## src/design/i2cms_pkg.sv

```systemverilog
// Types and constants shared by the I2C master byte sequencer modules.
package i2cms_pkg;

  localparam int unsigned TickW  = 16;
  localparam int unsigned DelayW = 18;
  localparam int unsigned ByteW  = 8;
  localparam int unsigned BitCntW = 4;

  localparam logic [TickW-1:0] UnitTicksRst  = 16'd100;
  localparam logic [TickW-1:0] AckTimeoutRst = 16'd2500;

  // Configuration register indexes.
  localparam logic CfgUnitTicks  = 1'b0;
  localparam logic CfgAckTimeout = 1'b1;

  localparam logic [BitCntW-1:0] BitsPerByte = 4'd8;

  typedef enum logic [2:0] {
    OP_START    = 3'd0,
    OP_STOP     = 3'd1,
    OP_WRITE    = 3'd2,
    OP_READ     = 3'd3,
    OP_WAIT_ACK = 3'd4
  } op_e;

  typedef enum logic [14:0] {
    PH_IDLE    = 15'b000000000000001,
    PH_ST_A    = 15'b000000000000010,
    PH_ST_B    = 15'b000000000000100,
    PH_SP_A    = 15'b000000000001000,
    PH_SP_B    = 15'b000000000010000,
    PH_WR_SET  = 15'b000000000100000,
    PH_WR_HIGH = 15'b000000001000000,
    PH_WR_LOW  = 15'b000000010000000,
    PH_RD_LOW  = 15'b000000100000000,
    PH_RD_HIGH = 15'b000001000000000,
    PH_AK_LOW  = 15'b000010000000000,
    PH_AK_HIGH = 15'b000100000000000,
    PH_WA_SDA  = 15'b001000000000000,
    PH_WA_SCL  = 15'b010000000000000,
    PH_WA_POLL = 15'b100000000000000
  } phase_e;

  // Delay lengths in units; the code is the shift applied to the unit length.
  typedef enum logic [1:0] {
    UNITS_1 = 2'd0,
    UNITS_2 = 2'd1,
    UNITS_4 = 2'd2
  } units_e;

  typedef struct packed {
    logic   load;
    logic   dec;
    logic   clr;
    units_e units;
  } tmr_ctrl_t;

  typedef struct packed {
    logic             scl_out;
    logic             sda_release;
    logic             busy_res;
    logic             done_res;
    logic [ByteW-1:0] rx_byte;
    logic             ack_error;
  } result_t;

endpackage

```

## src/design/i2cms_timer.sv

```systemverilog
// Delay counter for the bus phases, loaded in multiples of the unit length.
module i2cms_timer import i2cms_pkg::*; (
  input  logic             clk_i,
  input  logic             rst_ni,
  input  logic             step_i,
  input  tmr_ctrl_t        ctrl_i,
  input  logic [TickW-1:0] unit_ticks_i,
  output logic             expired_o
);

  logic [DelayW-1:0] cnt_q, cnt_d;
  logic [TickW-1:0]  unit_len;
  logic [DelayW-1:0] load_val;

  // A zero unit length behaves as one tick.
  assign unit_len = (unit_ticks_i == '0) ? TickW'(1) : unit_ticks_i;

  always_comb begin
    case (ctrl_i.units)
      UNITS_1: load_val = DelayW'(unit_len);
      UNITS_2: load_val = DelayW'(unit_len) << 1;
      UNITS_4: load_val = DelayW'(unit_len) << 2;
      default: load_val = DelayW'(unit_len);
    endcase
  end

  assign expired_o = (cnt_q <= DelayW'(1));

  always_comb begin
    cnt_d = cnt_q;
    if (step_i) begin
      if (ctrl_i.load) begin
        cnt_d = load_val;
      end else if (ctrl_i.dec) begin
        cnt_d = cnt_q - DelayW'(1);
      end else if (ctrl_i.clr) begin
        cnt_d = '0;
      end
    end
  end

  always_ff @(posedge clk_i or negedge rst_ni) begin
    if (!rst_ni) begin
      cnt_q <= '0;
    end else begin
      cnt_q <= cnt_d;
    end
  end

endmodule

```

## src/design/i2cms_fsm.sv

```systemverilog
// Command sequencer: bus phase, bit and poll counters, shift register and line levels.
module i2cms_fsm import i2cms_pkg::*; (
  input  logic             clk_i,
  input  logic             rst_ni,
  input  logic             step_i,
  input  logic             cmd_valid_i,
  input  logic [2:0]       op_i,
  input  logic [ByteW-1:0] tx_byte_i,
  input  logic             send_ack_i,
  input  logic             sda_in_i,
  input  logic [TickW-1:0] ack_timeout_i,
  input  logic             tmr_expired_i,
  output tmr_ctrl_t        tmr_ctrl_o,
  output result_t          result_o
);

  phase_e             phase_q, phase_d;
  logic [BitCntW-1:0] bit_cnt_q, bit_cnt_d;
  logic [BitCntW-1:0] bit_cnt_inc;
  logic [TickW-1:0]   poll_cnt_q, poll_cnt_d;
  logic [ByteW-1:0]   shift_q, shift_d;
  logic [ByteW-1:0]   rx_q, rx_d;
  logic               ack_choice_q, ack_choice_d;
  logic               scl_q, scl_d;
  logic               sda_q, sda_d;
  logic               timeout_q, timeout_d;
  logic               done;

  assign bit_cnt_inc = bit_cnt_q + BitCntW'(1);

  always_comb begin
    phase_d      = phase_q;
    bit_cnt_d    = bit_cnt_q;
    poll_cnt_d   = poll_cnt_q;
    shift_d      = shift_q;
    rx_d         = rx_q;
    ack_choice_d = ack_choice_q;
    scl_d        = scl_q;
    sda_d        = sda_q;
    timeout_d    = timeout_q;
    done         = 1'b0;
    tmr_ctrl_o   = '{load: 1'b0, dec: 1'b0, clr: 1'b0, units: UNITS_1};

    case (phase_q)
      PH_IDLE: begin
        if (cmd_valid_i) begin
          case (op_e'(op_i))
            OP_START: begin
              bit_cnt_d = '0;
              sda_d = 1'b1;
              scl_d = 1'b1;
              tmr_ctrl_o.load = 1'b1;
              tmr_ctrl_o.units = UNITS_4;
              phase_d = PH_ST_A;
            end
            OP_STOP: begin
              bit_cnt_d = '0;
              scl_d = 1'b0;
              sda_d = 1'b0;
              tmr_ctrl_o.load = 1'b1;
              tmr_ctrl_o.units = UNITS_4;
              phase_d = PH_SP_A;
            end
            OP_WRITE: begin
              bit_cnt_d = '0;
              scl_d = 1'b0;
              sda_d = tx_byte_i[ByteW-1];
              shift_d = {tx_byte_i[ByteW-2:0], 1'b0};
              tmr_ctrl_o.load = 1'b1;
              tmr_ctrl_o.units = UNITS_2;
              phase_d = PH_WR_SET;
            end
            OP_READ: begin
              bit_cnt_d = '0;
              ack_choice_d = send_ack_i;
              shift_d = '0;
              sda_d = 1'b1;
              scl_d = 1'b0;
              tmr_ctrl_o.load = 1'b1;
              tmr_ctrl_o.units = UNITS_2;
              phase_d = PH_RD_LOW;
            end
            OP_WAIT_ACK: begin
              bit_cnt_d = '0;
              timeout_d = 1'b0;
              poll_cnt_d = '0;
              sda_d = 1'b1;
              tmr_ctrl_o.load = 1'b1;
              tmr_ctrl_o.units = UNITS_1;
              phase_d = PH_WA_SDA;
            end
            default: begin
            end
          endcase
        end
      end
      PH_WA_POLL: begin
        if (!sda_in_i) begin
          scl_d = 1'b0;
          phase_d = PH_IDLE;
          done = 1'b1;
        end else if (poll_cnt_q >= ack_timeout_i) begin
          // No acknowledge in time: flag it and release the bus with a stop.
          timeout_d = 1'b1;
          scl_d = 1'b0;
          sda_d = 1'b0;
          tmr_ctrl_o.load = 1'b1;
          tmr_ctrl_o.units = UNITS_4;
          phase_d = PH_SP_A;
        end else begin
          poll_cnt_d = poll_cnt_q + TickW'(1);
        end
      end
      default: begin
        if (!tmr_expired_i) begin
          tmr_ctrl_o.dec = 1'b1;
        end else begin
          tmr_ctrl_o.clr = 1'b1;
          case (phase_q)
            PH_ST_A: begin
              sda_d = 1'b0;
              tmr_ctrl_o.load = 1'b1;
              tmr_ctrl_o.units = UNITS_4;
              phase_d = PH_ST_B;
            end
            PH_ST_B: begin
              scl_d = 1'b0;
              phase_d = PH_IDLE;
              done = 1'b1;
            end
            PH_SP_A: begin
              scl_d = 1'b1;
              sda_d = 1'b1;
              tmr_ctrl_o.load = 1'b1;
              tmr_ctrl_o.units = UNITS_4;
              phase_d = PH_SP_B;
            end
            PH_SP_B: begin
              phase_d = PH_IDLE;
              done = 1'b1;
            end
            PH_WR_SET: begin
              scl_d = 1'b1;
              tmr_ctrl_o.load = 1'b1;
              tmr_ctrl_o.units = UNITS_2;
              phase_d = PH_WR_HIGH;
            end
            PH_WR_HIGH: begin
              scl_d = 1'b0;
              tmr_ctrl_o.load = 1'b1;
              tmr_ctrl_o.units = UNITS_2;
              phase_d = PH_WR_LOW;
            end
            PH_WR_LOW: begin
              bit_cnt_d = bit_cnt_inc;
              if (bit_cnt_inc >= BitsPerByte) begin
                phase_d = PH_IDLE;
                done = 1'b1;
              end else begin
                sda_d = shift_q[ByteW-1];
                shift_d = {shift_q[ByteW-2:0], 1'b0};
                tmr_ctrl_o.load = 1'b1;
                tmr_ctrl_o.units = UNITS_2;
                phase_d = PH_WR_SET;
              end
            end
            PH_RD_LOW: begin
              // The data bit is taken on the tick that raises SCL.
              scl_d = 1'b1;
              shift_d = {shift_q[ByteW-2:0], sda_in_i};
              tmr_ctrl_o.load = 1'b1;
              tmr_ctrl_o.units = UNITS_1;
              phase_d = PH_RD_HIGH;
            end
            PH_RD_HIGH: begin
              bit_cnt_d = bit_cnt_inc;
              scl_d = 1'b0;
              tmr_ctrl_o.load = 1'b1;
              tmr_ctrl_o.units = UNITS_2;
              if (bit_cnt_inc >= BitsPerByte) begin
                sda_d = !ack_choice_q;
                phase_d = PH_AK_LOW;
              end else begin
                phase_d = PH_RD_LOW;
              end
            end
            PH_AK_LOW: begin
              scl_d = 1'b1;
              tmr_ctrl_o.load = 1'b1;
              tmr_ctrl_o.units = UNITS_2;
              phase_d = PH_AK_HIGH;
            end
            PH_AK_HIGH: begin
              scl_d = 1'b0;
              rx_d = shift_q;
              phase_d = PH_IDLE;
              done = 1'b1;
            end
            PH_WA_SDA: begin
              scl_d = 1'b1;
              tmr_ctrl_o.load = 1'b1;
              tmr_ctrl_o.units = UNITS_1;
              phase_d = PH_WA_SCL;
            end
            PH_WA_SCL: begin
              phase_d = PH_WA_POLL;
            end
            default: begin
              phase_d = PH_IDLE;
            end
          endcase
        end
      end
    endcase
  end

  assign result_o = '{
    scl_out:     scl_d,
    sda_release: sda_d,
    busy_res:    (phase_d != PH_IDLE),
    done_res:    done,
    rx_byte:     rx_d,
    ack_error:   timeout_d
  };

  always_ff @(posedge clk_i or negedge rst_ni) begin
    if (!rst_ni) begin
      phase_q      <= PH_IDLE;
      bit_cnt_q    <= '0;
      poll_cnt_q   <= '0;
      shift_q      <= '0;
      rx_q         <= '0;
      ack_choice_q <= 1'b0;
      scl_q        <= 1'b1;
      sda_q        <= 1'b1;
      timeout_q    <= 1'b0;
    end else if (step_i) begin
      phase_q      <= phase_d;
      bit_cnt_q    <= bit_cnt_d;
      poll_cnt_q   <= poll_cnt_d;
      shift_q      <= shift_d;
      rx_q         <= rx_d;
      ack_choice_q <= ack_choice_d;
      scl_q        <= scl_d;
      sda_q        <= sda_d;
      timeout_q    <= timeout_d;
    end
  end

endmodule

```

## src/design/i2c_master_byte_sequencer.sv

```systemverilog
// Top level of the I2C master byte sequencer: handshakes, settings and result register.
//
//   channel  direction  handshake              payload
//   in       sink       in_valid_i/in_ready_o  cmd_valid, op, tx_byte, send_ack, sda_in
//   out      source     out_valid_o/out_ready_i scl_out, sda_release, busy_res, done_res,
//                                              rx_byte, ack_error
//   cfg      sink       cfg_we_i               cfg_idx_i, cfg_wdata_i
//
// One tick is taken per cycle unless the output stalls; its result is in the output
// register the next cycle. The single output register is refilled in the cycle it is
// drained, so a consumer that keeps out_ready_i high sees one result per cycle while ticks keep arriving.
// A stalled output holds in_ready_o low until the waiting result is taken.
// Reset sets unit_ticks to 100, ack_timeout to 2500 and both bus lines released.
module i2c_master_byte_sequencer import i2cms_pkg::*; (
  input  logic             clk_i,
  input  logic             rst_ni,
  input  logic             cfg_we_i,
  input  logic             cfg_idx_i,
  input  logic [TickW-1:0] cfg_wdata_i,
  input  logic             in_valid_i,
  output logic             in_ready_o,
  input  logic             cmd_valid_i,
  input  logic [2:0]       op_i,
  input  logic [ByteW-1:0] tx_byte_i,
  input  logic             send_ack_i,
  input  logic             sda_in_i,
  output logic             out_valid_o,
  input  logic             out_ready_i,
  output logic             scl_out_o,
  output logic             sda_release_o,
  output logic             busy_res_o,
  output logic             done_res_o,
  output logic [ByteW-1:0] rx_byte_o,
  output logic             ack_error_o
);

  logic [TickW-1:0] unit_ticks_q;
  logic [TickW-1:0] ack_timeout_q;
  logic             out_valid_q;
  result_t          res_q;
  result_t          res_d;
  logic             step;
  logic             tmr_expired;
  tmr_ctrl_t        tmr_ctrl;

  assign in_ready_o = !out_valid_q || out_ready_i;
  assign step       = in_valid_i && in_ready_o;

  always_ff @(posedge clk_i or negedge rst_ni) begin
    if (!rst_ni) begin
      unit_ticks_q  <= UnitTicksRst;
      ack_timeout_q <= AckTimeoutRst;
    end else if (cfg_we_i) begin
      case (cfg_idx_i)
        CfgUnitTicks:  unit_ticks_q  <= cfg_wdata_i;
        CfgAckTimeout: ack_timeout_q <= cfg_wdata_i;
        default: begin
        end
      endcase
    end
  end

  i2cms_timer u_timer (
    .clk_i        (clk_i),
    .rst_ni       (rst_ni),
    .step_i       (step),
    .ctrl_i       (tmr_ctrl),
    .unit_ticks_i (unit_ticks_q),
    .expired_o    (tmr_expired)
  );

  i2cms_fsm u_fsm (
    .clk_i         (clk_i),
    .rst_ni        (rst_ni),
    .step_i        (step),
    .cmd_valid_i   (cmd_valid_i),
    .op_i          (op_i),
    .tx_byte_i     (tx_byte_i),
    .send_ack_i    (send_ack_i),
    .sda_in_i      (sda_in_i),
    .ack_timeout_i (ack_timeout_q),
    .tmr_expired_i (tmr_expired),
    .tmr_ctrl_o    (tmr_ctrl),
    .result_o      (res_d)
  );

  always_ff @(posedge clk_i or negedge rst_ni) begin
    if (!rst_ni) begin
      out_valid_q <= 1'b0;
    end else if (in_ready_o) begin
      out_valid_q <= in_valid_i;
    end
  end

  always_ff @(posedge clk_i) begin
    if (step) begin
      res_q <= res_d;
    end
  end

  assign out_valid_o   = out_valid_q;
  assign scl_out_o     = res_q.scl_out;
  assign sda_release_o = res_q.sda_release;
  assign busy_res_o    = res_q.busy_res;
  assign done_res_o    = res_q.done_res;
  assign rx_byte_o     = res_q.rx_byte;
  assign ack_error_o   = res_q.ack_error;

endmodule

```

## config.mk

```make
export PLATFORM = sky130hd
export DESIGN_NAME = i2c_master_byte_sequencer
export DESIGN_NICKNAME = d
export VERILOG_FILES = /design/src/design/i2cms_pkg.sv /design/src/design/i2cms_timer.sv /design/src/design/i2cms_fsm.sv /design/src/design/i2c_master_byte_sequencer.sv
export SDC_FILE = /design/constraint.sdc
export NUM_CORES = 1
export LEC_CHECK = 0
export BUFFER_PORTS_ARGS = -buffer_cell sky130_fd_sc_hd__buf_2
export CORE_MARGIN = 2
export CORE_UTILIZATION = 50
export DETAILED_ROUTE_END_ITERATION = 10
export PLACE_DENSITY = 0.7
export SETUP_SLACK_MARGIN = 0.5
export SLEW_MARGIN = 15
export SYNTH_ARGS = -nofsm -noshare
export SYNTH_HDL_FRONTEND = slang
export SYNTH_HIERARCHICAL = 1
export SYNTH_SLANG_ARGS = --single-unit
```

## constraint.sdc

```tcl
create_clock -name clk_i -period 3.7 [get_ports clk_i]
set_input_delay 0 -clock clk_i [delete_from_list [all_inputs] [get_ports clk_i]]
set_output_delay 0 -clock clk_i [all_outputs]
set_load 0.05 [all_outputs]
```

==> metrics.md <==
| Metric | Value |
|---|---|
| Grt met2 use | `43.5%` |
| TritonCTS clock tree | `yes` |
| Gpl congestion | `0.962` |
| Die Span X | `124 um` |
| Rows | `43` |
| Routed via count | `6,467` |
| Die area | `15,400 sq um` |
| First-pass GRT wire length | `31,700 um` |
| Synth Area in Adders | `3.83%` |
| Initial DRC Count | `691` |
| Yosys top cell by area | `dfrtp_1` |
| Syn Inst Count | `731` |
| Clock Path Buffers | `2` |
| Initial Util | `51.4%` |
| Critical Path Fanout Max | `5` |
| Max-cap violations | `0` |
| Mean Syn Cell Area | `9.84 sq um` |
| Skew final | `0.00734 ns` |
| Port Buffers | `50` |
| Final Power | `4.46 mW` |
| Min Clock Period, post-route | `3.37 ns` |
| Worst vdd ir | `348 uV` |
| Chip Height | `124 um` |
| Seq cells post-synth | `119` |
| Htree depth | `4` |
| Clock sinks | `119` |
| Cells along the critical path | `ha_1, nand2b_4, a2111o_1, a31o_4, o31a_1, nor2b_4, a21oi_4, nand3_2, buf_6, o31a_1, buf_4, a311o_1` |
| Clk Latency, worst-skew pair | `0.42 ns` |
| Final Max Slew Viols | `0` |
| GRT busiest layer | `met2` |
| CP Launch Type | `register` |
| Post-Syn Area | `7190 sq um` |
| Syn. warnings | `6` |
| Wirelength, routed | `20,000 um` |
| Worst Path Required | `4.00 ns` |
| DRC viols | `0` |
| Most common flop cell mapped by yosys | `dfrtp_1` |
| Largest stage delay, worst path | `0.40 ns` |
| Layout fillers | `1,066` |
| Clk pin slew, worst setup/hold paths | `0.05 ns` |
| Final setup vio count | `0` |
| DP HPWL | `13,600 um` |
| Syn Nets | `789` |
| Pwr per Cell Area | `490 nW/um^2` |
| Antenna Nets Post-Route | `0` |
| DR vias/cell | `6.22` |
| Critical path arrival | `3.67 ns` |
| CP max stage cell | `a2111o_1` |
| Leakage power | `3.92 nW` |
| M3 GR Usage | `5.86%` |
| Post-synthesis simple-gate area fraction | `21.5%` |
| WL per Instance | `19.2 um` |
| Worst Path Class, Setup | `reg2reg` |
| Combinational family with the most area after synthesis | `simple AND/OR/NAND/NOR gates` |
| GR Layer Usage met1 | `35.9%` |
| Core ar. | `14,000 sq um` |
| Async set-reset flop share out of synthesis | `89.1%` |
| Layout cells sized above 1 | `31.9%` |
| Post-synth cell types | `83` |
| Nets | `905` |
| Mux contribution to synthesized area | `9.60%` |
| Unrepaired setup endpoints after global routing | `yes` |
| Hold Violations, Final | `0` |
| Total GRT Usage | `26.8%` |
| Pin count of the biggest net entering global routing | `51` |
| Grt total ovfl | `0` |
| Worst setup EP type | `register` |
| Pre-antenna DRT Iters | `5` |
| Relative slew slack | `34.3%` |
| Layout area overhead | `26.4%` |
| Setup TNS | `0 ns` |
| Sequential share of the synthesized area | `42.5%` |
| Vias in the first global route | `6,156` |
| CTS buffer count | `17` |
| Worst Tran Pin Value | `0.971 ns` |
| Yosys top cell area share | `33.0%` |
| Most frequent CP cell | `o31a_1` |
| Min-delay worst type | `in2reg` |
| Status | `finished, final reports clean` |
| Cells on worst reg2reg path | `12` |
| Root Driver | `clkbuf_16` |
| Antenna fix cells | `0` |
| Initial antenna violation count | `0` |
| Post-Synth XOR/XNOR Area | `2.19%` |
| Hold Path Depth | `3` |
| Fmax | `297 MHz` |
| Final period util | `91.1%` |
| Post-synth EDFFs | `13` |
| Synth Area in Compound Gates | `16.0%` |
| IO Count | `51` |
| Top post-synthesis cells by area | `dfrtp_1 33%, mux2_2 6.4%, edfxtp_1 5.4%` |
==> routing by layer <==
| metal | part of all wire, % | up-vias | wire [um] |
|---|---|---|---|
| met2 | 49 | 290 | 9780 |
| met4 | 1.9 | 0 | 374 |
| met5 | 0 | - | 0 |
| met3 | 6.1 | 49 | 1220 |
| li1 | - | 2947 | - |
| met1 | 43 | 3181 | 8610 |
==> where the power goes <==
group	internal [mW]	switching (mW)
logic	0.481	0.653
registers	1.51	0.237
clock network	0.996	0.579
total	2.99	1.47
==> cells in the mapped netlist (9+ instances only) <==
| library cell | n |
|---|---|
| nor3_1 | 15 |
| nand2_1 | 68 |
| inv_1 | 34 |
| nor2b_1 | 9 |
| nor2_1 | 37 |
| edfxtp_1 | 13 |
| a21oi_1 | 28 |
| xnor2_1 | 13 |
| clkbuf_1 | 22 |
| mux2_2 | 41 |
| nand3_1 | 38 |
| nand4_1 | 20 |
| o21ai_1 | 11 |
| dfstp_2 | 11 |
| dfrtp_1 | 95 |
| mux2_4 | 10 |
| o21ai_0 | 53 |
| ha_1 | 22 |
| nor4_1 | 11 |
| nand2b_1 | 13 |
==> worst max-delay path: cells and delay by family, from the launching register on <==
family,cells,cell delay [ns]
buffers and inverters,2,0.36
DFF,1,0.38
AOI/OAI and AO/OA,6,1.80
adders and majority gates,1,0.29
and+or+nand+nor,3,0.42
==> through the flow <==
| stage | setup slack, ns | util [%] | instance area [sq um] | hold slack (ns) | instances |
|---|---|---|---|---|---|
| after floorplan | 0.467 | - | 7230 | -0.296 | 731 |
| after global placement | 0.295 | 55.3 | 7730 | 0.0583 | 955 |
| after detailed placement | 0.245 | 55.3 | 7730 | 0.0641 | 955 |
| after CTS | 0.376 | 62.4 | 8730 | 0.0599 | 1026 |
| after global routing | 0.234 | 65.0 | 9090 | 0.0762 | 1040 |
| final | 0.330 | 65.0 | 9090 | 0.0694 | 1040 |
==> path summary, 6_finish.rpt <==
path	slack (ns)	startpoint	to
worst max-delay path	0.33	ack_timeout_q[0]	u_timer/cnt_q[6]
worst min-delay path	0.07	cfg_idx_i	unit_ticks_q[5]
worst max register to register	0.33	ack_timeout_q[0]	u_timer/cnt_q[6]
worst min register to register	0.50	u_fsm/rx_q[4]	u_fsm/rx_q[4]
max in group asynchronous	2.68	rst_ni	u_fsm/phase_q[0]
min in group asynchronous	0.15	rst_ni	u_timer/cnt_q[10]
==> repair_timing <==
| item | 4_1_cts | 5_1_grt |
|---|---|---|
| endpoints found under the setup margin | 18 | 22 |
| pin swaps | 8 | 23 |
| hold buffers | 28 | 0 |
| endpoints found under the hold margin | 83 | 0 |
| gates resized for setup | 19 | 68 |
| gates cloned | 2 | 1 |
| setup buffers | 9 | 13 |
==> cell families after synthesis <==
group,Yosys count
flip-flops,119
AND/OR/NAND/NOR,268
multiplexers,58
XOR/XNOR,18
buffers and inverters,71
AO/OA/AOI/OAI,175
adder cells (fa/ha/maj),22
==> layout by cell type (no fill, tap or decap), types with 5 or more instances in the layout <==
cell type	instances
xnor2_1	13
o21ai_0	40
dfrtp_1	95
buf_6	7
buf_4	46
mux2_1	7
edfxtp_1	13
inv_1	32
o211ai_1	5
o21ai_2	6
nor2b_1	6
a31oi_1	8
clkinv_2	7
o21ai_1	18
nand3_1	35
nor4_1	9
and3_1	7
nor2_1	34
mux2_2	41
nand4_1	20
mux2_4	10
nor4b_1	6
buf_2	49
clkbuf_16	18
nor3_1	14
ha_1	19
xor2_1	5
nor4_4	5
dfstp_2	11
nand2b_1	11
dlygate4sd3_1	28
a21oi_2	6
o31ai_1	5
nand2_1	67
nor3_2	7
a21oi_1	21
==> sequential cells by signal (all words and copies together) (netlist names), 4 cells and up <==
name and cells:
rx_byte_o 8, u_fsm/poll_cnt_q 16, u_timer/cnt_q 18, u_fsm/phase_q 15, u_fsm/rx_q 8, unit_ticks_q 16, u_fsm/shift_q 8, ack_timeout_q 16
u_fsm/bit_cnt_q 4
==> cell type report <==
cell class                 instances  area (sq um)  area share [%]
tap                              180           225            2.48
clock inverter                    11           108            1.18
clock buffer                      21           450            4.95
inverter                          34           128            1.40
sequential                       119          3060            33.6
timing repair buffer             134          1020            11.2
multi-input combinational        541          4110            45.2
Power figures use the tool's default switching activity.
